$ cat config.mk
export PLATFORM = sky130hd
export DESIGN_NAME = adsr_echo_envelope_gain_unit
export DESIGN_NICKNAME = d
export VERILOG_FILES = /design/src/adsreg_pkg.sv /design/src/adsreg_cfg.sv /design/src/adsreg_mul.sv /design/src/adsr_echo_envelope_gain_unit.sv
export SDC_FILE = /design/constraint.sdc
export NUM_CORES = 1
export LEC_CHECK = 0
export ABC_AREA = 0
export BUFFER_PORTS_ARGS = -buffer_cell sky130_fd_sc_hd__buf_2
export CORE_MARGIN = 2
export CORE_UTILIZATION = 56
export CTS_BUF_LIST = sky130_fd_sc_hd__clkbuf_4
export DETAILED_ROUTE_END_ITERATION = 8
export PLACE_DENSITY = 0.79
export SKIP_LAST_GASP = 1
export SYNTH_ARGS = -nofsm -noshare
export SYNTH_HDL_FRONTEND = slang
export SYNTH_SLANG_ARGS = --single-unit
$ cat constraint.sdc
create_clock -name clk -period 5.8 [get_ports clk]
set_clock_uncertainty 0.15 [all_clocks]
set_input_delay 0.58 -clock clk [delete_from_list [all_inputs] [get_ports clk]]
set_output_delay 0.58 -clock clk [all_outputs]
set_load 0.005 [all_outputs]
$ cat src/adsreg_pkg.sv
// ----------------------------------------------------------------------------
// adsreg_pkg: shared types and constants of the ADSR envelope gain unit
// Word layouts of both channels, register map, voice phases, sequencer
// states and the fixed widths of the shared multiplier.
// ----------------------------------------------------------------------------
package adsreg_pkg;

  // Input opcodes
  localparam logic [1:0] OP_TICK     = 2'd0;
  localparam logic [1:0] OP_NOTE_ON  = 2'd1;
  localparam logic [1:0] OP_NOTE_OFF = 2'd2;

  // Register map (index = byte address / 4)
  localparam int          CFG_ADDR_W    = 5;
  localparam logic [2:0]  REG_ATTACK    = 3'd0;
  localparam logic [2:0]  REG_DECAY     = 3'd1;
  localparam logic [2:0]  REG_SUSTAIN   = 3'd2;
  localparam logic [2:0]  REG_RELEASE   = 3'd3;
  localparam logic [2:0]  REG_ECHO_LVL  = 3'd4;
  localparam logic [2:0]  REG_ECHO_LEN  = 3'd5;
  localparam logic [2:0]  REG_LEFT_VOL  = 3'd6;
  localparam logic [2:0]  REG_RIGHT_VOL = 3'd7;

  // Envelope and gain arithmetic
  localparam logic [7:0] ENV_MAX     = 8'hFF;
  localparam int         SCALE_SHIFT = 8;
  localparam int         GAIN_LSB    = 13;

  // Shared multiplier: 16 x 8 unsigned
  localparam int MUL_A_W = 16;
  localparam int MUL_B_W = 8;
  localparam int MUL_P_W = MUL_A_W + MUL_B_W;

  typedef enum logic [2:0] {
    PH_OFF     = 3'd0,
    PH_START   = 3'd1,
    PH_ATTACK  = 3'd2,
    PH_DECAY   = 3'd3,
    PH_SUSTAIN = 3'd4,
    PH_RELEASE = 3'd5,
    PH_ECHO    = 3'd6
  } phase_t;

  typedef enum logic [2:0] {
    S_IDLE,
    S_EVAL,
    S_PROD,
    S_LEFT,
    S_RIGHT,
    S_GAIN,
    S_EMIT
  } seq_state_t;

  typedef struct packed {
    logic [1:0] opcode;
    logic [7:0] master_level;
  } in_word_t;

  typedef struct packed {
    logic [7:0] env_level;
    logic [7:0] left_gain;
    logic [7:0] right_gain;
    logic [2:0] voice_phase;
  } out_word_t;

  typedef struct packed {
    logic [7:0] attack_rate;
    logic [7:0] decay_rate;
    logic [7:0] sustain_level;
    logic [7:0] release_rate;
    logic [7:0] echo_level;
    logic [7:0] echo_length;
    logic [7:0] left_volume;
    logic [7:0] right_volume;
  } cfg_t;

endpackage

$ cat src/adsreg_cfg.sv
// ----------------------------------------------------------------------------
// adsreg_cfg: configuration register file
// Eight 8-bit registers written and read over an APB-style port.
// ----------------------------------------------------------------------------
module adsreg_cfg
  import adsreg_pkg::*;
(
  input  logic                  clk,
  input  logic                  rst_n,
  input  logic                  psel,
  input  logic                  penable,
  input  logic                  pwrite,
  input  logic [CFG_ADDR_W-1:0] paddr,
  input  logic [31:0]           pwdata,
  output logic [31:0]           prdata,
  output logic                  pready,
  output cfg_t                  cfg
);

  cfg_t       cfg_r;
  cfg_t       cfg_nxt;
  logic       wr_en;
  logic [2:0] reg_idx;
  logic [7:0] rd_val;

  assign pready  = 1'b1;
  assign wr_en   = psel & penable & pwrite;
  assign reg_idx = paddr[CFG_ADDR_W-1:2];
  assign cfg     = cfg_r;

  // Decode the write
  always_comb begin
    cfg_nxt = cfg_r;
    if (wr_en) begin
      unique case (reg_idx)
        REG_ATTACK:    cfg_nxt.attack_rate   = pwdata[7:0];
        REG_DECAY:     cfg_nxt.decay_rate    = pwdata[7:0];
        REG_SUSTAIN:   cfg_nxt.sustain_level = pwdata[7:0];
        REG_RELEASE:   cfg_nxt.release_rate  = pwdata[7:0];
        REG_ECHO_LVL:  cfg_nxt.echo_level    = pwdata[7:0];
        REG_ECHO_LEN:  cfg_nxt.echo_length   = pwdata[7:0];
        REG_LEFT_VOL:  cfg_nxt.left_volume   = pwdata[7:0];
        REG_RIGHT_VOL: cfg_nxt.right_volume  = pwdata[7:0];
      endcase
    end
  end

  // Select the read word
  always_comb begin
    unique case (reg_idx)
      REG_ATTACK:    rd_val = cfg_r.attack_rate;
      REG_DECAY:     rd_val = cfg_r.decay_rate;
      REG_SUSTAIN:   rd_val = cfg_r.sustain_level;
      REG_RELEASE:   rd_val = cfg_r.release_rate;
      REG_ECHO_LVL:  rd_val = cfg_r.echo_level;
      REG_ECHO_LEN:  rd_val = cfg_r.echo_length;
      REG_LEFT_VOL:  rd_val = cfg_r.left_volume;
      REG_RIGHT_VOL: rd_val = cfg_r.right_volume;
    endcase
  end

  assign prdata = {24'd0, rd_val};

  always_ff @(posedge clk) begin
    if (!rst_n) begin
      cfg_r <= '0;
    end else begin
      cfg_r <= cfg_nxt;
    end
  end

endmodule

$ cat src/adsreg_mul.sv
// ----------------------------------------------------------------------------
// adsreg_mul: shared unsigned multiplier
// One 16 x 8 product per cycle, result registered.
// ----------------------------------------------------------------------------
module adsreg_mul
  import adsreg_pkg::*;
(
  input  logic               clk,
  input  logic [MUL_A_W-1:0] op_a,
  input  logic [MUL_B_W-1:0] op_b,
  output logic [MUL_P_W-1:0] prod
);

  logic [MUL_P_W-1:0] prod_r;
  logic [MUL_P_W-1:0] prod_nxt;

  assign prod_nxt = MUL_P_W'(op_a) * MUL_P_W'(op_b);
  assign prod     = prod_r;

  always_ff @(posedge clk) begin
    prod_r <= prod_nxt;
  end

endmodule

$ cat src/adsr_echo_envelope_gain_unit.sv
// ----------------------------------------------------------------------------
// adsr_echo_envelope_gain_unit: per-voice ADSR envelope with echo tail
// Sequenced envelope step and master-scaled stereo gains.
// ----------------------------------------------------------------------------
// Usage:
//   in_*  : one word per item (tick, note-on, note-off), valid/stall handshake.
//   out_* : one word per item with envelope, left/right gain and voice phase.
//   APB   : eight 8-bit registers at byte addresses 0x00..0x1C; write only
//           while the block is idle.
// Sequencing (output register free):
//   A tick on a sounding voice walks a small sequencer around one shared
//   16x8 multiplier: envelope scale, master product, left gain, right gain.
//   Its result is loaded into the output register from the emit step, and the
//   next word is accepted in the cycle the result is offered. A tick that
//   switches the voice off skips the gain steps and goes straight to emit.
//   Note-on, note-off, an unused opcode and a tick on a silent voice go from
//   acceptance straight to emit. in_stall is high while an item is in work.
// Stall and reset:
//   The result sits in an output register; the block accepts the next word
//   while it waits, and holds only when a new result finds it still stalled.
//   Reset clears the control registers, the envelope, gains and phase (voice off).
// ----------------------------------------------------------------------------
module adsr_echo_envelope_gain_unit
  import adsreg_pkg::*;
(
  input  logic                  clk,
  input  logic                  rst_n,
  input  logic                  in_valid,
  output logic                  in_stall,
  input  in_word_t              in_data,
  output logic                  out_valid,
  input  logic                  out_stall,
  output out_word_t             out_data,
  input  logic                  psel,
  input  logic                  penable,
  input  logic                  pwrite,
  input  logic [CFG_ADDR_W-1:0] paddr,
  input  logic [31:0]           pwdata,
  output logic [31:0]           prdata,
  output logic                  pready
);

  cfg_t               cfg;
  seq_state_t         state_r, state_nxt;
  phase_t             phase_r, phase_nxt;
  logic [7:0]         env_r, env_nxt;
  logic               stop_r, stop_nxt;
  logic [7:0]         echo_cnt_r, echo_cnt_nxt;
  logic [7:0]         lgain_r, lgain_nxt;
  logic [7:0]         rgain_r, rgain_nxt;
  logic [MUL_A_W-1:0] prod_r, prod_nxt;
  logic [7:0]         mst_r;
  logic               out_valid_r, out_valid_nxt;
  out_word_t          out_data_r;
  logic               accept;
  logic               load;
  logic [MUL_A_W-1:0] mul_a;
  logic [MUL_B_W-1:0] mul_b;
  logic [MUL_P_W-1:0] mul_p;

  adsreg_cfg u_cfg (
    .clk     (clk),
    .rst_n   (rst_n),
    .psel    (psel),
    .penable (penable),
    .pwrite  (pwrite),
    .paddr   (paddr),
    .pwdata  (pwdata),
    .prdata  (prdata),
    .pready  (pready),
    .cfg     (cfg)
  );

  adsreg_mul u_mul (
    .clk  (clk),
    .op_a (mul_a),
    .op_b (mul_b),
    .prod (mul_p)
  );

  assign in_stall  = (state_r != S_IDLE);
  assign accept    = in_valid & ~in_stall;
  assign out_valid = out_valid_r;
  assign out_data  = out_data_r;

  // Sequencer: next state, envelope update and multiplier operands
  always_comb begin
    logic [8:0] sum9;
    logic [7:0] scaled;
    logic [8:0] mst_inc;
    logic       go_off;

    state_nxt    = state_r;
    phase_nxt    = phase_r;
    env_nxt      = env_r;
    stop_nxt     = stop_r;
    echo_cnt_nxt = echo_cnt_r;
    lgain_nxt    = lgain_r;
    rgain_nxt    = rgain_r;
    prod_nxt     = prod_r;
    load         = 1'b0;
    go_off       = 1'b0;

    sum9    = {1'b0, (phase_r == PH_START) ? 8'd0 : env_r} + {1'b0, cfg.attack_rate};
    scaled  = mul_p[SCALE_SHIFT +: 8];
    mst_inc = {1'b0, mst_r} + 9'd1;

    // Default operands start the decay/release scale as a word is accepted
    mul_a = MUL_A_W'(env_r);
    mul_b = (phase_r == PH_DECAY) ? cfg.decay_rate : cfg.release_rate;

    unique case (state_r)
      S_IDLE: begin
        if (accept) begin
          state_nxt = S_EMIT;
          unique case (in_data.opcode)
            OP_TICK: begin
              if (phase_r != PH_OFF) begin
                state_nxt = S_EVAL;
              end
            end
            OP_NOTE_ON: begin
              env_nxt      = '0;
              lgain_nxt    = '0;
              rgain_nxt    = '0;
              echo_cnt_nxt = cfg.echo_length;
              stop_nxt     = 1'b0;
              phase_nxt    = PH_START;
            end
            OP_NOTE_OFF: begin
              if (phase_r == PH_START) begin
                stop_nxt = 1'b1;
              end else if (phase_r == PH_ATTACK || phase_r == PH_DECAY ||
                           phase_r == PH_SUSTAIN) begin
                stop_nxt  = 1'b1;
                phase_nxt = PH_RELEASE;
              end
            end
            default: ;
          endcase
        end
      end

      // Advance the envelope one step
      S_EVAL: begin
        unique case (phase_r)
          PH_START, PH_ATTACK: begin
            if (phase_r == PH_START && stop_r) begin
              go_off = 1'b1;
            end else if (sum9 >= {1'b0, ENV_MAX}) begin
              env_nxt   = ENV_MAX;
              phase_nxt = PH_DECAY;
            end else begin
              env_nxt   = sum9[7:0];
              phase_nxt = PH_ATTACK;
            end
          end
          PH_ECHO: begin
            echo_cnt_nxt = echo_cnt_r - 8'd1;
            if (echo_cnt_r <= 8'd1) begin
              go_off = 1'b1;
            end
          end
          PH_RELEASE: begin
            if (scaled <= cfg.echo_level) begin
              if (cfg.echo_level == 8'd0) begin
                go_off = 1'b1;
              end else begin
                env_nxt   = cfg.echo_level;
                phase_nxt = PH_ECHO;
              end
            end else begin
              env_nxt = scaled;
            end
          end
          PH_DECAY: begin
            if (scaled <= cfg.sustain_level) begin
              if (cfg.sustain_level != 8'd0) begin
                env_nxt   = cfg.sustain_level;
                phase_nxt = PH_SUSTAIN;
              end else if (cfg.echo_level == 8'd0) begin
                go_off = 1'b1;
              end else begin
                env_nxt   = cfg.echo_level;
                phase_nxt = PH_ECHO;
              end
            end else begin
              env_nxt = scaled;
            end
          end
          default: ;
        endcase

        // Switch-off keeps envelope and gains
        if (go_off) begin
          env_nxt   = env_r;
          phase_nxt = PH_OFF;
          stop_nxt  = 1'b0;
          state_nxt = S_EMIT;
        end else begin
          state_nxt = S_PROD;
        end
      end

      // (master + 1) * envelope
      S_PROD: begin
        mul_a     = MUL_A_W'(mst_inc);
        mul_b     = env_r;
        state_nxt = S_LEFT;
      end

      // Hold the master product, scale by left volume
      S_LEFT: begin
        prod_nxt  = mul_p[MUL_A_W-1:0];
        mul_a     = mul_p[MUL_A_W-1:0];
        mul_b     = cfg.left_volume;
        state_nxt = S_RIGHT;
      end

      // Take left gain, scale by right volume
      S_RIGHT: begin
        lgain_nxt = mul_p[GAIN_LSB +: 8];
        mul_a     = prod_r;
        mul_b     = cfg.right_volume;
        state_nxt = S_GAIN;
      end

      S_GAIN: begin
        rgain_nxt = mul_p[GAIN_LSB +: 8];
        state_nxt = S_EMIT;
      end

      // Hand the word to the output register once it is free
      S_EMIT: begin
        if (!out_valid_r || !out_stall) begin
          load      = 1'b1;
          state_nxt = S_IDLE;
        end
      end

      default: state_nxt = S_IDLE;
    endcase
  end

  assign out_valid_nxt = load | (out_valid_r & out_stall);

  // Control and voice state
  always_ff @(posedge clk) begin
    if (!rst_n) begin
      state_r     <= S_IDLE;
      phase_r     <= PH_OFF;
      env_r       <= '0;
      stop_r      <= 1'b0;
      echo_cnt_r  <= '0;
      lgain_r     <= '0;
      rgain_r     <= '0;
      out_valid_r <= 1'b0;
    end else begin
      state_r     <= state_nxt;
      phase_r     <= phase_nxt;
      env_r       <= env_nxt;
      stop_r      <= stop_nxt;
      echo_cnt_r  <= echo_cnt_nxt;
      lgain_r     <= lgain_nxt;
      rgain_r     <= rgain_nxt;
      out_valid_r <= out_valid_nxt;
    end
  end

  // Payload registers
  always_ff @(posedge clk) begin
    prod_r <= prod_nxt;
    if (accept) begin
      mst_r <= in_data.master_level;
    end
    if (load) begin
      out_data_r.env_level   <= env_r;
      out_data_r.left_gain   <= lgain_r;
      out_data_r.right_gain  <= rgain_r;
      out_data_r.voice_phase <= phase_r;
    end
  end

  // A silent voice never carries a pending stop
  a_off_no_stop: assert property (@(posedge clk) disable iff (!rst_n)
    (phase_r == PH_OFF) |-> !stop_r)
    else $error("stop pending while voice is off");

  // An accepted word always blocks the next one in the following cycle
  a_accept_busy: assert property (@(posedge clk) disable iff (!rst_n)
    accept |=> in_stall)
    else $error("input not held off after acceptance");

  // A new result appears only from the emit step
  a_rose_from_emit: assert property (@(posedge clk) disable iff (!rst_n)
    $rose(out_valid_r) |-> $past(state_r == S_EMIT))
    else $error("result raised outside emit step");

  // Attack is entered only from a pending start or itself
  a_attack_entry: assert property (@(posedge clk) disable iff (!rst_n)
    (phase_nxt == PH_ATTACK && phase_r != PH_ATTACK) |-> (phase_r == PH_START))
    else $error("attack entered from wrong phase");

endmodule
# Word level (Yosys, flattened, before mapping)

Cells that the tools add are included.

Add/subtract/negate cells: 3
$mul: 1
Order comparisons: 4
Equality and inequality tests: 37
Mux-type cells: 57
Bitwise logic cells: 6
Reductions and logical operators: 32

Operators by type and width:

| kind                                                              | number |
|---|---|
| two-way mux 8 bit                                                 | 14 |
| case mux 8 bit (2 select lines)                                   | 4 |
| case mux 8 bit (8 select lines)                                   | 1 |
| case mux 16 bit (3 select lines)                                  | 1 |
| case mux 8 bit (3 select lines)                                   | 2 |
| two-way mux 3 bit                                                 | 14 |
| equality test 3 bit, second input constant                        | 10 |
| multiplier 16 x 8 -> 21 bit                                       | 1 |
| case mux 3 bit (7 select lines)                                   | 1 |
| equality test 3 x 2 -> 1 bit, second input constant               | 6 |
| AND reduction 2 bit                                               | 9 |
| <= comparator 8 bit                                               | 2 |
| != test 4 bit, second input constant                              | 4 |
| two-way mux 1 bit                                                 | 14 |
| case mux 3 bit (2 select lines)                                   | 2 |
| adder 8 x 1 -> 9 bit, second input constant                       | 1 |
| adder 8 x 8 -> 9 bit                                              | 1 |
| equality test 3 x 1 -> 1 bit, second input constant               | 3 |
| greater-or-equal comparator 9 x 8 -> 1 bit, second input constant | 1 |
| != test 3 bit, second input constant                              | 3 |
| case mux 3 bit (3 select lines)                                   | 1 |
| AND reduction 9 bit                                               | 1 |
| <= comparator 8 x 1 -> 1 bit, second input constant               | 1 |
| zero test 8 bit                                                   | 1 |
| 26 further kinds                                                  | 42 |

Register bits after elaboration: 176
Bits of input ports: 54
Output and inout port bits: 62
Word-level logic and storage cells: 163

# Longest topological paths before layout

Gate-level depths: netlist (run 1).

Depth in word-level cells: 9
Gate-level depth with buffers: 28
Depth with buffers taken out: 24

# Modules after synthesis

From an unflattened synthesis (run 1), not the netlist that was laid out.

Cells, all modules: 1445
Area, all modules: 13228.9 um2

Modules (own cells, without submodules):

| module                       | instances | cells each | area an instance (um2) | seq. area each (um2) |
|---|---|---|---|---|
| adsr_echo_envelope_gain_unit | 1         | 549        | 5330.1                 | 2332.2 |
| adsreg_mul                   | 1         | 494        | 4539.4                 | 480.5 |
| adsreg_cfg                   | 1         | 402        | 3359.5                 | 1281.2 |

# Worst setup path before layout (run 1)

OpenSTA, ideal clock, no wires.

Path kind: flip-flop to flip-flop
From: reg state_r[2]
To: reg u_mul.prod_r[20], in the netlist u_mul.prod[20]
Library setup time: 0.072 ns
Data arrival time: 5.826 ns
Data required time: 5.578 ns
Setup slack: -0.248 ns
Stages on the path, launching flop included: 29
Path buffers: 4
Period minus slack after synthesis: 6.048 ns
Path through: dfxtp_1 -> buf_2 -> nor2b_1 -> buf_2 -> nand2_1 -> clkinv_1 -> buf_2 -> a21oi_1 -> nand2_1 -> o21ai_1 -> buf_2 -> nor2_1 -> fa_1 -> inv_1 -> fa_1 -> inv_1 -> fa_1 -> inv_1 -> fa_1 -> inv_1 -> ha_1 -> or3_1 -> o221a_2 -> o31ai_1 -> a211oi_1 -> nor3_1 -> o41ai_1 -> a21oi_1 -> xnor2_1

Longest elaborated chain between the ends: 3
Elaborated cells on any way between the ends: 6
Those cells by class: mul: 1; eq/ne: 3; mux: 2

Ends and longest elaborated chain:

| element                                                                                    | RTL line                            | source |
|---|---|---|
| start: declaration                                                                         | adsr_echo_envelope_gain_unit.sv:44  | `seq_state_t state_r, state_nxt;` |
| start signal: assignment                                                                   | adsr_echo_envelope_gain_unit.sv:259 | `state_r <= state_nxt;` |
| equality test 3 bit / equality test 3 x 2 -> 1 bit (equally long branches)                 | adsr_echo_envelope_gain_unit.sv:112 | `unique case (state_r)` |
| case mux 16 bit (3 select lines) / case mux 8 bit (3 select lines) (equally long branches) | adsr_echo_envelope_gain_unit.sv:112 |  |
| multiplier 16 x 8 -> 21 bit (*)                                                            | adsreg_mul.sv:17                    | `assign prod_nxt = MUL_P_W'(op_a) * MUL_P_W'(op_b);` |
| named net u_mul.prod_nxt[20]                                                               | adsreg_mul.sv:15                    | `logic [MUL_P_W-1:0] prod_nxt;` |
| end signal: assignment                                                                     | adsreg_mul.sv:21                    | `prod_r <= prod_nxt;` |
| end: declaration                                                                           | adsreg_mul.sv:14                    | `logic [MUL_P_W-1:0] prod_r;` |

The timed path passes the listed nets; every way through them passes the cells marked *.
A chain may end at the register's enable or synchronous reset.

# Final worst setup path (run 1)

From: reg phase_r[1]
To: reg u_mul.prod_r[17], in the netlist u_mul.prod[17]

Longest elaborated chain between the ends: 4

Ends and longest elaborated chain:

| element                         | RTL line                            | source |
|---|---|---|
| start: declaration              | adsr_echo_envelope_gain_unit.sv:45  | `phase_t phase_r, phase_nxt;` |
| start signal: assignment        | adsr_echo_envelope_gain_unit.sv:260 | `phase_r <= phase_nxt;` |
| equality test 3 x 2 -> 1 bit    | adsr_echo_envelope_gain_unit.sv:110 | `mul_b = (phase_r == PH_DECAY) ? cfg.decay_rate : cfg.release_rate;` |
| two-way mux 8 bit               | adsr_echo_envelope_gain_unit.sv:110 |  |
| case mux 8 bit (3 select lines) | adsr_echo_envelope_gain_unit.sv:112 |  |
| multiplier 16 x 8 -> 21 bit     | adsreg_mul.sv:17                    |  |
| named net u_mul.prod_nxt[17]    | adsreg_mul.sv:15                    |  |

The timed path passes the listed nets, and every way through them passes these cells.

==> key figures, run 1 <==
Status
  • Run status: finished, final reports clean

Synth
  • Post-synth design cell area: 0.01252 mm^2
  • Count leader, synth: sky130_fd_sc_hd__nor2_1
  • Mean area per synthesized cell: 9.038 um^2
  • Top cells by instance count after synthesis: sky130_fd_sc_hd__nor2_1 (257), sky130_fd_sc_hd__dfxtp_1 (125), sky130_fd_sc_hd__inv_1 (118), sky130_fd_sc_hd__fa_1 (83), sky130_fd_sc_hd__mux2i_1 (74)
  • Synth top area share: 19.99%
  • Leading post-synthesis cells by cell area: sky130_fd_sc_hd__dfxtp_1 (20%), sky130_fd_sc_hd__fa_1 (13%), sky130_fd_sc_hd__edfxtp_1 (12%)
  • Number of register bits inferred by synthesis: 176
  • Yosys warning total: 0
  • Synth Flop Type: sky130_fd_sc_hd__dfxtp_1
  • Count of flip-flops with a built-in enable after synthesis: 51
  • Cells after Synth: 1385
  • Unique cell type count in the Yosys netlist: 77
  • Area leader, netlist: sky130_fd_sc_hd__dfxtp_1
  • Sequential element share of the synthesized area: 32.23%
  • Share of flip-flops with an asynchronous set or reset after synthesis: 0%

Pwr
  • IR Drop Worst-Case VDD: 177.8 uV
  • Static leakage power: 6.246 nW
  • Pwr Total: 3.862 mW
  • Power per standard cell area: 265.6 mW/mm^2

Worst setup path
  • Critical path class: flop to flop
  • Critical Path RT: 6.22 ns
  • Crit Path Max Fanout: 5
  • Critical path data arrival time: 6.04 ns
  • CP endpoint: u_mul.prod[17]
  • Length in cells of the worst reg-to-reg path: 23
  • Worst reg2reg path endpoint: u_mul.prod[17]
  • Startpoint type of the worst setup path: flop
  • Reg-to-reg setup timing slack: 0.18 ns
  • Critical Path Sink Type: flop
  • Critical Path Source: phase_r[1]
  • Launch instance of the worst register-to-register path: phase_r[1]

Clock tree
  • Master cell of the clock root buffer: sky130_fd_sc_hd__clkbuf_4
  • Longest Clk Path Bufs: 2
  • Clock latency at the later pin of the worst-skew pair: 0.62 ns
  • Reg clk slew, reported paths: 0.19 ns
  • TritonCTS Sinks: 176
  • Inserted Clock Buffers: 17
  • Maximum level of the CTS H-tree: 4
  • CTS tree: built

Global routing
  • First-pass GRT wire length: 55190 um
  • Overflow left after global routing: 0
  • Via count of the first global-routing pass: 10330
  • Total track usage: 29.37%
  • Maximum number of pins on one net before global-route repair: 95
  • Number of antenna violations at the first check in global routing: 1

STA
  • Portion of the clock cycle consumed by the worst path in the final layout: 96.90%
  • Max Transition Viols Final: 0
  • Pin slew with the least headroom to its limit: 1.258 ns
  • Shortest period the worst path allows: 5.620 ns
  • Max frequency: 177.9 MHz
  • Post-route setup slack: 0.1800 ns
  • Tightest slew margin relative to the limit: 15.94%
  • Final setup vio count: 0
  • Final Hold Vio Count: 0
  • Hold slack final: 0.1163 ns

Floorplan
  • Initial Utilization: 57.18%
  • Area of the core region: 0.02189 mm^2
  • Overall die height: 153.5 um
  • Die width: 153.5 um
  • Count of standard-cell rows: 54
  • DIE AREA: 0.02356 mm^2
  • Top-Level Pins: 116

Drt
  • Number of routed nets with antenna violations: 0
  • Detailed-router iteration count before antenna repair: 5
  • Post-Route WL: 34590 um
  • Count of unresolved DRC violations after routing: 0
  • Total number of vias: 10800
  • Average vias per placed instance: 5.876
  • Count of routing violations after the opening detailed-route iteration: 1048
  • DR WL/cell: 18.83 um

Layout
  • Register area: 0.004043 mm^2
  • Multi-input gate area in the final layout: 0.007940 mm^2
  • Filler instances: 1804
  • Growth of design area from synthesis to finish: 16.16%
  • Net count, final: 1740
  • Post-route core utilization: 66.42%
  • Layout cells sized above 1: 21.59%

Placed design
  • Total half-perimeter wirelength after legalization and detailed placement: 26350 um
  • Weighted congestion at the end of routability-driven global placement: 0.9421
  • Worst slack after detailed placement: -0.2724 ns
  • Number of buffer cells added on primary ports: 64

Min path
  • Worst hold path type: primary input to flop

Flow run
  • Max-cap viol count: 0
-- report_power, final --
part	total, mW	switching (mW)	internal [mW]
Combinational	1.66	0.957	0.706
Sequential	1.45	0.0845	1.37
Clock	0.748	0.540	0.208
Total	3.86	1.58	2.28
-- metal layers --
layer  track usage [%]  routed length, um
met3             5.862               2672
met5                 0                  0
met1             40.93              14920
met2             47.28              16310
met4             7.602                682
-- worst max-delay path, cell delays in order, from the launching register on --
cell                       delay, ns
sky130_fd_sc_hd__dfxtp_2        0.35
sky130_fd_sc_hd__nor2b_4        0.13
sky130_fd_sc_hd__nand2_4        0.12
sky130_fd_sc_hd__buf_4          0.18
sky130_fd_sc_hd__mux2_2         0.39
sky130_fd_sc_hd__o21ai_1        0.19
sky130_fd_sc_hd__buf_4          0.16
sky130_fd_sc_hd__nor2_1         0.06
sky130_fd_sc_hd__fa_1           0.54
sky130_fd_sc_hd__fa_1           0.43
sky130_fd_sc_hd__fa_1           0.49
sky130_fd_sc_hd__inv_1          0.06
sky130_fd_sc_hd__fa_1           0.54
sky130_fd_sc_hd__inv_1          0.04
sky130_fd_sc_hd__ha_1           0.30
sky130_fd_sc_hd__o21a_1         0.20
sky130_fd_sc_hd__buf_4          0.14
sky130_fd_sc_hd__o21ai_1        0.16
sky130_fd_sc_hd__a21oi_2        0.06
sky130_fd_sc_hd__o211ai_1       0.29
sky130_fd_sc_hd__a21oi_2        0.14
sky130_fd_sc_hd__a21o_1         0.20
sky130_fd_sc_hd__a21oi_2        0.15
sky130_fd_sc_hd__xnor2_1        0.12
-- cells in the final DEF, fill, tap and decap left out, types with 7 or more instances in the layout --
cell	instances
sky130_fd_sc_hd__a211oi_1	8
sky130_fd_sc_hd__a21o_1	7
sky130_fd_sc_hd__a21oi_1	55
sky130_fd_sc_hd__a21oi_2	15
sky130_fd_sc_hd__a221oi_1	13
sky130_fd_sc_hd__a22o_1	11
sky130_fd_sc_hd__a22oi_1	28
sky130_fd_sc_hd__a32o_1	9
sky130_fd_sc_hd__buf_2	65
sky130_fd_sc_hd__buf_4	126
sky130_fd_sc_hd__clkbuf_4	17
sky130_fd_sc_hd__conb_1	25
sky130_fd_sc_hd__dfxtp_1	120
sky130_fd_sc_hd__dlygate4sd3_1	8
sky130_fd_sc_hd__edfxtp_1	51
sky130_fd_sc_hd__fa_1	82
sky130_fd_sc_hd__ha_1	58
sky130_fd_sc_hd__inv_1	115
sky130_fd_sc_hd__mux2_2	7
sky130_fd_sc_hd__mux2i_1	73
sky130_fd_sc_hd__nand2_1	52
sky130_fd_sc_hd__nand2b_1	31
sky130_fd_sc_hd__nand3_1	17
sky130_fd_sc_hd__nor2_1	250
sky130_fd_sc_hd__nor2_2	8
sky130_fd_sc_hd__nor2b_1	20
sky130_fd_sc_hd__nor3_1	13
sky130_fd_sc_hd__o211ai_1	7
sky130_fd_sc_hd__o21a_1	8
sky130_fd_sc_hd__o21ai_0	49
sky130_fd_sc_hd__o21ai_1	8
sky130_fd_sc_hd__o22ai_1	13
sky130_fd_sc_hd__or2_2	19
sky130_fd_sc_hd__xnor2_1	22
sky130_fd_sc_hd__xor2_1	8
-- worst min path at each step --
stage	end	cells after the start	from
4_1_cts	out_valid	3	out_stall
2_1_floorplan	prod_r[3]	0	u_mul.prod[3]
3_5_place_dp	out_data[16]	0	lgain_r[5]
3_3_place_gp	out_data[8]	0	rgain_r[5]
5_1_grt	echo_cnt_r[5]	3	rst_n
6_report	out_valid	3	out_stall
-- kinds of logic after synthesis --
logic type,count (synthesis),share of synthesized area [%]
and+or+nand+nor,462,17.05
AOI/OAI and AO/OA,279,14.99
buffers and inverters,209,7.207
DFF,176,32.23
adders and majority gates,143,19.27
muxes,84,7.087
xor gates and xnor gates,30,2.099
other,2,0.06000
-- flip-flops by register name, summed over array words and instances, names as in the netlist --
register and cells:
out_data 27, mst_r 8, state_r 3, stop_r 1, u_mul.prod 21, lgain_r 8
out_valid 1, u_cfg.cfg 64, echo_cnt_r 8, rgain_r 8, prod_r 16, phase_r 3
env_r 8
-- stage by stage --
step                      cell area (um^2)    TNS, ns  instances
after floorplan                      12640          0       1408
after global placement               13700    -0.1639       1776
after detailed placement             13700    -0.5049       1776
after CTS                            14150  -0.003493       1817
after global routing                 14540   -0.07973       1837
final                                14540          0       1837
-- layout make-up --
| type | count | area share [%] |
|---|---|---|
| multi-input cells | 1023 | 54.61 |
| repair buffers | 206 | 9.956 |
| clock buffers | 17 | 0.8777 |
| flip-flops and latches | 176 | 27.80 |
| diodes | 1 | 0.01721 |
| clock inverters | 15 | 1.239 |
| well taps | 280 | 2.409 |
| inverters | 119 | 3.089 |
-- what timing repair did --
item,4_1_cts,5_1_grt
endpoints found under the hold margin,8,0
gates cloned,0,1
pin swaps,4,30
hold buffers,8,0
buffers inserted,1,18
gates resized for setup,12,66
endpoints found under the setup margin,5,6
(Power assumes the default switching activity.)
==> run 2: changes to the inputs <==
--- a/config.mk
+++ b/config.mk
@@ -8,10 +8,10 @@
 export ABC_AREA = 0
 export BUFFER_PORTS_ARGS = -buffer_cell sky130_fd_sc_hd__buf_2
 export CORE_MARGIN = 2
-export CORE_UTILIZATION = 56
+export CORE_UTILIZATION = 50
 export CTS_BUF_LIST = sky130_fd_sc_hd__clkbuf_4
 export DETAILED_ROUTE_END_ITERATION = 8
-export PLACE_DENSITY = 0.79
+export PLACE_DENSITY = 0.75
 export SKIP_LAST_GASP = 1
 export SYNTH_ARGS = -nofsm -noshare
 export SYNTH_HDL_FRONTEND = slang
==> run 2 against run 1 <==
Effect of this change:
- final area is 0.86% higher
- non-clock buffer count decreased by 3
- sequential power hardly changed
- combinational power increased by 2%
- sequential share of layout area fell by 0.24 points
==> key figures, run 2 (same netlist as run 1, synthesis figures left out) <==
Worst setup path
  • Critical Path RT: 6.18 ns (was 6.22 ns)
  • Critical path data arrival time: 6.04 ns (about the same)
  • Number of buffer and inverter instances along the worst setup path: 4 (was 5)
  • Slowest cell on the critical path: sky130_fd_sc_hd__fa_1 (unchanged)
  • Crit path top cell by count: sky130_fd_sc_hd__fa_1 (unchanged)
  • Maximum cell stage delay along the critical path: 0.57 ns (was 0.54 ns)
  • Crit Path Max Fanout: 7 (was 5)
  • Series of cell instances along the critical path: nor2b_4 -> nand2_4 -> mux2_4 -> a221oi_4 -> buf_6 -> buf_4 -> nor2_1 -> fa_2 -> fa_1 -> fa_1 -> inv_2 -> fa_1 -> inv_1 -> ha_4 -> or3_4 -> o31ai_4 -> a211oi_4 -> nor3_2 -> o41ai_2 -> a21oi_1 -> xnor2_1 (was nor2b_4 -> nand2_4 -> buf_4 -> mux2_2 -> o21ai_1 -> buf_4 -> nor2_1 -> fa_1 -> fa_1 -> fa_1 -> inv_1 -> fa_1 -> inv_1 -> ha_1 -> o21a_1 -> buf_4 -> o21ai_1 -> a21oi_2 -> o211ai_1 -> a21oi_2 -> a21o_1 -> a21oi_2 -> xnor2_1)
  • Critical Path Sink Type: flop (unchanged)
  • Cell family with most CP delay: adder cells (unchanged)
  • Startpoint type of the worst setup path: flop (unchanged)
  • Critical path class: flop to flop (unchanged)

STA
  • Tightest slew margin relative to the limit: 33.43% (was 15.94%)
  • Max frequency: 176.9 MHz (was 177.9 MHz)
  • Portion of the clock cycle consumed by the worst path in the final layout: 97.47% (was 96.90%)
  • Final Hold Vio Count: 0 (unchanged)
  • Max Transition Viols Final: 0 (unchanged)
  • Shortest period the worst path allows: 5.653 ns (was 5.620 ns)
  • Post-route setup slack: 0.1468 ns (was 0.1800 ns)
  • Hold slack final: 0.1205 ns (was 0.1163 ns)
  • Accumulated negative setup slack: 0 ns (unchanged)
  • Final setup vio count: 0 (unchanged)
  • Pin slew with the least headroom to its limit: 0.9985 ns (was 1.258 ns)

Drt
  • Detailed-router iteration count before antenna repair: 5 (unchanged)
  • Post-Route WL: 34250 um (was 34590 um)
  • Total number of vias: 10650 (was 10800)
  • DR WL/cell: 18.24 um (was 18.83 um)
  • Number of routed nets with antenna violations: 0 (unchanged)
  • Count of unresolved DRC violations after routing: 0 (unchanged)
  • Count of routing violations after the opening detailed-route iteration: 1132 (was 1048)
  • Average vias per placed instance: 5.669 (was 5.876)

Global routing
  • First-pass GRT wire length: 54480 um (was 55190 um)
  • Overflow left after global routing: 0 (unchanged)
  • Via count of the first global-routing pass: 10120 (was 10330)
  • Number of antenna violations at the first check in global routing: 1 (unchanged)
  • Maximum number of pins on one net before global-route repair: 95 (unchanged)
  • Total track usage: 26.54% (was 29.37%)

Layout
  • Layout cells sized above 1: 22.09% (was 21.59%)
  • Most frequent standard cell in the layout excluding fill and tap cells: sky130_fd_sc_hd__nor2_1 (unchanged)
  • Number of flip-flops in the largest register: 64 (unchanged)
  • Growth of design area from synthesis to finish: 17.16% (was 16.16%)
  • Highest-count cells in the layout ignoring fill and taps: sky130_fd_sc_hd__nor2_1 (248), sky130_fd_sc_hd__dfxtp_1 (120), sky130_fd_sc_hd__buf_4 (118) (was sky130_fd_sc_hd__nor2_1 (250), sky130_fd_sc_hd__buf_4 (126), sky130_fd_sc_hd__dfxtp_1 (120))
  • Post-route core utilization: 59.95% (was 66.42%)
  • Final instance count without filler cells: 1878 (was 1837)
  • Filler instances: 2054 (was 1804)
  • Net count, final: 1737 (was 1740)

Floorplan
  • Die width: 162.2 um (was 153.5 um)
  • Overall die height: 162.2 um (was 153.5 um)
  • DIE AREA: 0.02632 mm^2 (was 0.02356 mm^2)
  • Top-Level Pins: 116 (unchanged)
  • Area of the core region: 0.02446 mm^2 (was 0.02189 mm^2)
  • Initial Utilization: 51.17% (was 57.18%)
  • Count of standard-cell rows: 57 (was 54)

Flow run
  • Max-cap viol count: 0 (unchanged)

Clock tree
  • CTS tree: built (unchanged)
  • Inserted Clock Buffers: 17 (unchanged)
  • Maximum level of the CTS H-tree: 4 (unchanged)
  • Clock latency at the later pin of the worst-skew pair: 0.61 ns (was 0.62 ns)
  • Reg clk slew, reported paths: 0.17 ns (was 0.19 ns)
  • Longest Clk Path Bufs: 2 (unchanged)
  • TritonCTS Sinks: 176 (unchanged)
  • Master cell of the clock root buffer: sky130_fd_sc_hd__clkbuf_4 (unchanged)

Pwr
  • Static leakage power: 6.252 nW (was 6.246 nW)
  • Power per standard cell area: 266.3 mW/mm^2 (was 265.6 mW/mm^2)
  • IR Drop Worst-Case VDD: 140.4 uV (was 177.8 uV)

Placed design
  • Weighted congestion at the end of routability-driven global placement: 0.9172 (was 0.9421)
  • Total half-perimeter wirelength after legalization and detailed placement: 25910 um (was 26350 um)
  • Number of buffer cells added on primary ports: 64 (unchanged)
  • Dpl cells: 1820 (was 1776)
  • Worst slack after detailed placement: -0.2840 ns (was -0.2724 ns)

Min path
  • Worst hold path type: primary input to flop (unchanged)

Status
  • Run status: finished, final reports clean (unchanged)
## run 2: cell count changes in the layout (fill, tap and decap cells not counted), moves of 3 or more
cell	previous run	this run
sky130_fd_sc_hd__a22oi_1	28	25
sky130_fd_sc_hd__a22oi_2	0	3
sky130_fd_sc_hd__buf_4	126	118
sky130_fd_sc_hd__buf_6	5	10
sky130_fd_sc_hd__o21ai_1	8	5
## run 2: final timing paths
check                  start              to  slack (ns)  cells after the start
setup / recovery  phase_r[1]  u_mul.prod[20]        0.15                     21
hold / removal         rst_n      phase_r[2]        0.12                      3
setup reg to reg  phase_r[1]  u_mul.prod[20]        0.15                     21
hold reg to reg   lgain_r[0]    out_data[11]        0.28                      0
## run 2: metal layers
metal	vias to the layer above	part of all wire (%)	track usage [%]
li1	5010	-	-
met1	5112	43	37.11
met2	465	46	42.07
met3	60	8.2	5.158
met4	0	2.3	7.683
met5	-	0	0
## run 2: final cells by class
class / count / area [um^2] / area share, %
flip-flops and latches: 176 / 4043 / 27.57
clock buffers: 17 / 127.6 / 0.8702
clock inverters: 15 / 172.7 / 1.177
multi-input cells: 1023 / 8018 / 54.67
well taps: 324 / 405.4 / 2.764
diodes: 1 / 2.502 / 0.01706
inverters: 119 / 447.9 / 3.054
repair buffers: 203 / 1449 / 9.880
## run 2: through the flow
stage	area, um^2	power [mW]
global placement	13760	2.953
global route	14670	4.158
detailed placement	13760	2.984
finish	14670	3.905
CTS	14210	3.731
floorplan	12640	2.439
## run 2: repair_timing
| item | in CTS | in global routing |
|---|---|---|
| buffers inserted | 0 | 17 |
| gates resized for setup | 17 | 80 |
| hold endpoints to repair | 8 | 0 |
| hold buffers | 8 | 0 |
| pin swaps | 5 | 37 |
| endpoints found under the setup margin | 5 | 6 |
## run 2: report_power, final
| group | internal, mW | switching, mW | total (mW) |
|---|---|---|---|
| clock | 0.237 | 0.504 | 0.741 |
| combinational | 0.738 | 0.962 | 1.70 |
| sequential | 1.37 | 0.0966 | 1.46 |
| total | 2.34 | 1.56 | 3.90 |
## run 2: worst reg2reg max path, delay by kind of cell, from the launching register on
| kind | cells | cell delay [ns] |
|---|---|---|
| adders and majority gates | 5 | 2.09 |
| buffers and inverters | 4 | 0.42 |
| xor gates and xnor gates | 1 | 0.13 |
| DFF | 1 | 0.36 |
| and+or+nand+nor | 5 | 1.01 |
| AOI/OAI and AO/OA | 5 | 1.07 |
| muxes | 1 | 0.35 |
==> run 3: changes to the inputs <==
--- a/config.mk
+++ b/config.mk
@@ -12,6 +12,7 @@
 export CTS_BUF_LIST = sky130_fd_sc_hd__clkbuf_4
 export DETAILED_ROUTE_END_ITERATION = 8
 export PLACE_DENSITY = 0.75
+export RECOVER_POWER = 100
 export SKIP_LAST_GASP = 1
 export SYNTH_ARGS = -nofsm -noshare
 export SYNTH_HDL_FRONTEND = slang
==> constraint.sdc (replaced) <==
create_clock -name clk -period 5.8 [get_ports clk]
set_clock_uncertainty 0.15 [all_clocks]
set_input_delay 1.16 -clock clk [delete_from_list [all_inputs] [get_ports clk]]
set_output_delay 1.16 -clock clk [all_outputs]
set_load 0.005 [all_outputs]
==> run 3 against run 2 <==
Effect of this change:
- flip-flop and latch count unchanged
- critical path type unchanged
- cell count down 0.21%
- non-clock buffer count is 4 lower
- count of clock-buffer cells in the layout unchanged
- largest power group unchanged
==> key figures, run 3 (same netlist as run 1, synthesis figures left out) <==
Worst setup path
  • Launch instance of the worst register-to-register path: state_r[1] (was phase_r[1])
  • Startpoint type of the worst setup path: flop (unchanged)
  • Length in cells of the worst reg-to-reg path: 24 (was 21)
  • Worst reg2reg path endpoint: u_mul.prod[19] (was u_mul.prod[20])
  • Critical Path RT: 6.17 ns (was 6.18 ns)
  • Crit Path Max Fanout: 6 (was 7)
  • Critical Path Sink Type: flop (unchanged)
  • Critical Path Source: state_r[1] (was phase_r[1])
  • Critical path data arrival time: 6.02 ns (was 6.04 ns)
  • CP endpoint: u_mul.prod[19] (was u_mul.prod[20])
  • Reg-to-reg setup timing slack: 0.16 ns (was 0.15 ns)
  • Critical path class: flop to flop (unchanged)

Drt
  • Detailed-router iteration count before antenna repair: 7 (was 5)
  • Total number of vias: 10510 (was 10650)
  • Count of routing violations after the opening detailed-route iteration: 980 (was 1132)
  • Number of routed nets with antenna violations: 0 (unchanged)
  • Post-Route WL: 33660 um (was 34250 um)
  • Average vias per placed instance: 5.608 (was 5.669)
  • DR WL/cell: 17.96 um (was 18.24 um)
  • Count of unresolved DRC violations after routing: 0 (unchanged)

Pwr
  • Pwr Total: 3.880 mW (was 3.905 mW)
  • IR Drop Worst-Case VDD: 167.6 uV (was 140.4 uV)
  • Static leakage power: 6.178 nW (was 6.252 nW)
  • Power per standard cell area: 267.1 mW/mm^2 (was 266.3 mW/mm^2)

Layout
  • Multi-input gate area in the final layout: 0.007965 mm^2 (was 0.008018 mm^2)
  • Register area: 0.004041 mm^2 (was 0.004043 mm^2)
  • Growth of design area from synthesis to finish: 16.04% (was 17.16%)
  • Finished layout cell area: 0.01453 mm^2 (was 0.01467 mm^2)
  • Most frequent standard cell in the layout excluding fill and tap cells: sky130_fd_sc_hd__nor2_1 (unchanged)
  • Final instance count without filler cells: 1874 (was 1878)
  • Net count, final: 1733 (was 1737)
  • Post-route core utilization: 59.38% (was 59.95%)
  • Highest-count cells in the layout ignoring fill and taps: sky130_fd_sc_hd__nor2_1 (254), sky130_fd_sc_hd__dfxtp_1 (121), sky130_fd_sc_hd__buf_4 (118) (was sky130_fd_sc_hd__nor2_1 (248), sky130_fd_sc_hd__dfxtp_1 (120), sky130_fd_sc_hd__buf_4 (118))
  • Layout cells sized above 1: 21.05% (was 22.09%)
  • Number of flip-flops in the largest register: 64 (unchanged)
  • Filler instances: 2121 (was 2054)

STA
  • Accumulated negative setup slack: 0 ns (unchanged)
  • Final Hold Vio Count: 0 (unchanged)
  • Post-route setup slack: 0.1564 ns (was 0.1468 ns)
  • Portion of the clock cycle consumed by the worst path in the final layout: 97.30% (was 97.47%)
  • Tightest slew margin relative to the limit: 30.68% (was 33.43%)
  • Max frequency: 177.2 MHz (was 176.9 MHz)
  • Final setup vio count: 0 (unchanged)
  • Max Transition Viols Final: 0 (unchanged)
  • Hold slack final: 0.3110 ns (was 0.1205 ns)
  • Shortest period the worst path allows: 5.644 ns (was 5.653 ns)
  • Pin slew with the least headroom to its limit: 1.036 ns (was 0.9985 ns)

Placed design
  • Weighted congestion at the end of routability-driven global placement: 0.9580 (was 0.9172)
  • Instance area at placement: 0.01377 mm^2 (was 0.01376 mm^2)
  • Dpl cells: 1822 (was 1820)
  • Worst slack after detailed placement: -0.3150 ns (was -0.2840 ns)
  • Total half-perimeter wirelength after legalization and detailed placement: 25640 um (was 25910 um)
  • Number of buffer cells added on primary ports: 64 (unchanged)

Clock tree
  • Inserted Clock Buffers: 17 (unchanged)
  • Longest Clk Path Bufs: 2 (unchanged)
  • TritonCTS Sinks: 176 (unchanged)
  • Reg clk slew, reported paths: 0.18 ns (was 0.17 ns)
  • Master cell of the clock root buffer: sky130_fd_sc_hd__clkbuf_4 (unchanged)
  • Maximum level of the CTS H-tree: 4 (unchanged)
  • CTS tree: built (unchanged)
  • Post-CTS Hold Buffers: 0 (was 8)
  • Clock latency at the later pin of the worst-skew pair: 0.62 ns (was 0.61 ns)

Floorplan
  • Die width: 162.2 um (unchanged)
  • Overall die height: 162.2 um (unchanged)
  • DIE AREA: 0.02632 mm^2 (unchanged)
  • Initial Utilization: 51.17% (unchanged)
  • Top-Level Pins: 116 (unchanged)
  • Area of the core region: 0.02446 mm^2 (unchanged)
  • Count of standard-cell rows: 57 (unchanged)

Global routing
  • Maximum number of pins on one net before global-route repair: 73 (was 95)
  • Via count of the first global-routing pass: 10010 (was 10120)
  • Total track usage: 25.89% (was 26.54%)
  • First-pass GRT wire length: 53430 um (was 54480 um)
  • Number of antenna violations at the first check in global routing: 1 (unchanged)
  • Overflow left after global routing: 0 (unchanged)

Flow run
  • Max-cap viol count: 0 (unchanged)

Status
  • Run status: finished, final reports clean (unchanged)

Min path
  • Worst hold path type: flop to flop (was primary input to flop)
[run 3: worst max-delay path, cell delays in order, from the launching register on]
cell	delay, ns
sky130_fd_sc_hd__dfxtp_2	0.37
sky130_fd_sc_hd__nor2b_4	0.16
sky130_fd_sc_hd__buf_6	0.14
sky130_fd_sc_hd__buf_4	0.14
sky130_fd_sc_hd__a221oi_2	0.23
sky130_fd_sc_hd__a21oi_1	0.07
sky130_fd_sc_hd__a31oi_1	0.21
sky130_fd_sc_hd__buf_4	0.18
sky130_fd_sc_hd__nor2_1	0.05
sky130_fd_sc_hd__fa_1	0.49
sky130_fd_sc_hd__fa_1	0.52
sky130_fd_sc_hd__fa_1	0.54
sky130_fd_sc_hd__inv_2	0.04
sky130_fd_sc_hd__fa_1	0.49
sky130_fd_sc_hd__inv_2	0.05
sky130_fd_sc_hd__ha_4	0.23
sky130_fd_sc_hd__o21a_1	0.20
sky130_fd_sc_hd__buf_4	0.15
sky130_fd_sc_hd__o21ai_2	0.14
sky130_fd_sc_hd__a21oi_2	0.06
sky130_fd_sc_hd__o211ai_1	0.28
sky130_fd_sc_hd__a21oi_2	0.15
sky130_fd_sc_hd__a211oi_2	0.25
sky130_fd_sc_hd__o21ai_1	0.11
sky130_fd_sc_hd__xor2_1	0.16
[run 3: cell type report]
type                    count  area share, %
clock inverters            15          1.387
flip-flops and latches    176          27.82
multi-input cells        1023          54.84
clock buffers              17         0.8786
repair buffers            199          9.183
inverters                 119          3.084
well taps                 324          2.791
diodes                      1        0.01723
[run 3: where the power goes]
group	switching [mW]	internal (mW)
clock	0.539	0.218
combinational	0.951	0.712
sequential	0.0940	1.37
[run 3: how the worst min path moves through the flow]
stage	from	slack [ns]	endpoint	cells after the start
floorplan	u_mul.prod[3]	0.26	prod_r[3]	0
global placement	u_mul.prod[7]	0.27	prod_r[7]	0
detailed placement	rgain_r[5]	0.27	out_data[8]	0
CTS	lgain_r[6]	0.31	out_data[17]	0
global route	lgain_r[2]	0.32	out_data[13]	0
finish	lgain_r[6]	0.31	out_data[17]	0
[run 3: layer usage]
metal  vias to the layer above  wire length, um  global-route usage (%)
met3                        44             2353                   4.622
met5                         -                0                       0
met4                         0              763                   6.798
li1                       4996                -                       -
met2                       416            15480                   41.26
met1                      5053            15060                   36.56
[run 3: timing repair]
item / 4_1_cts / 5_1_grt
gates cloned: 0 / 1
setup buffers: 2 / 16
endpoints found under the setup margin: 6 / 7
pin swaps: 6 / 38
resized for setup: 18 / 58
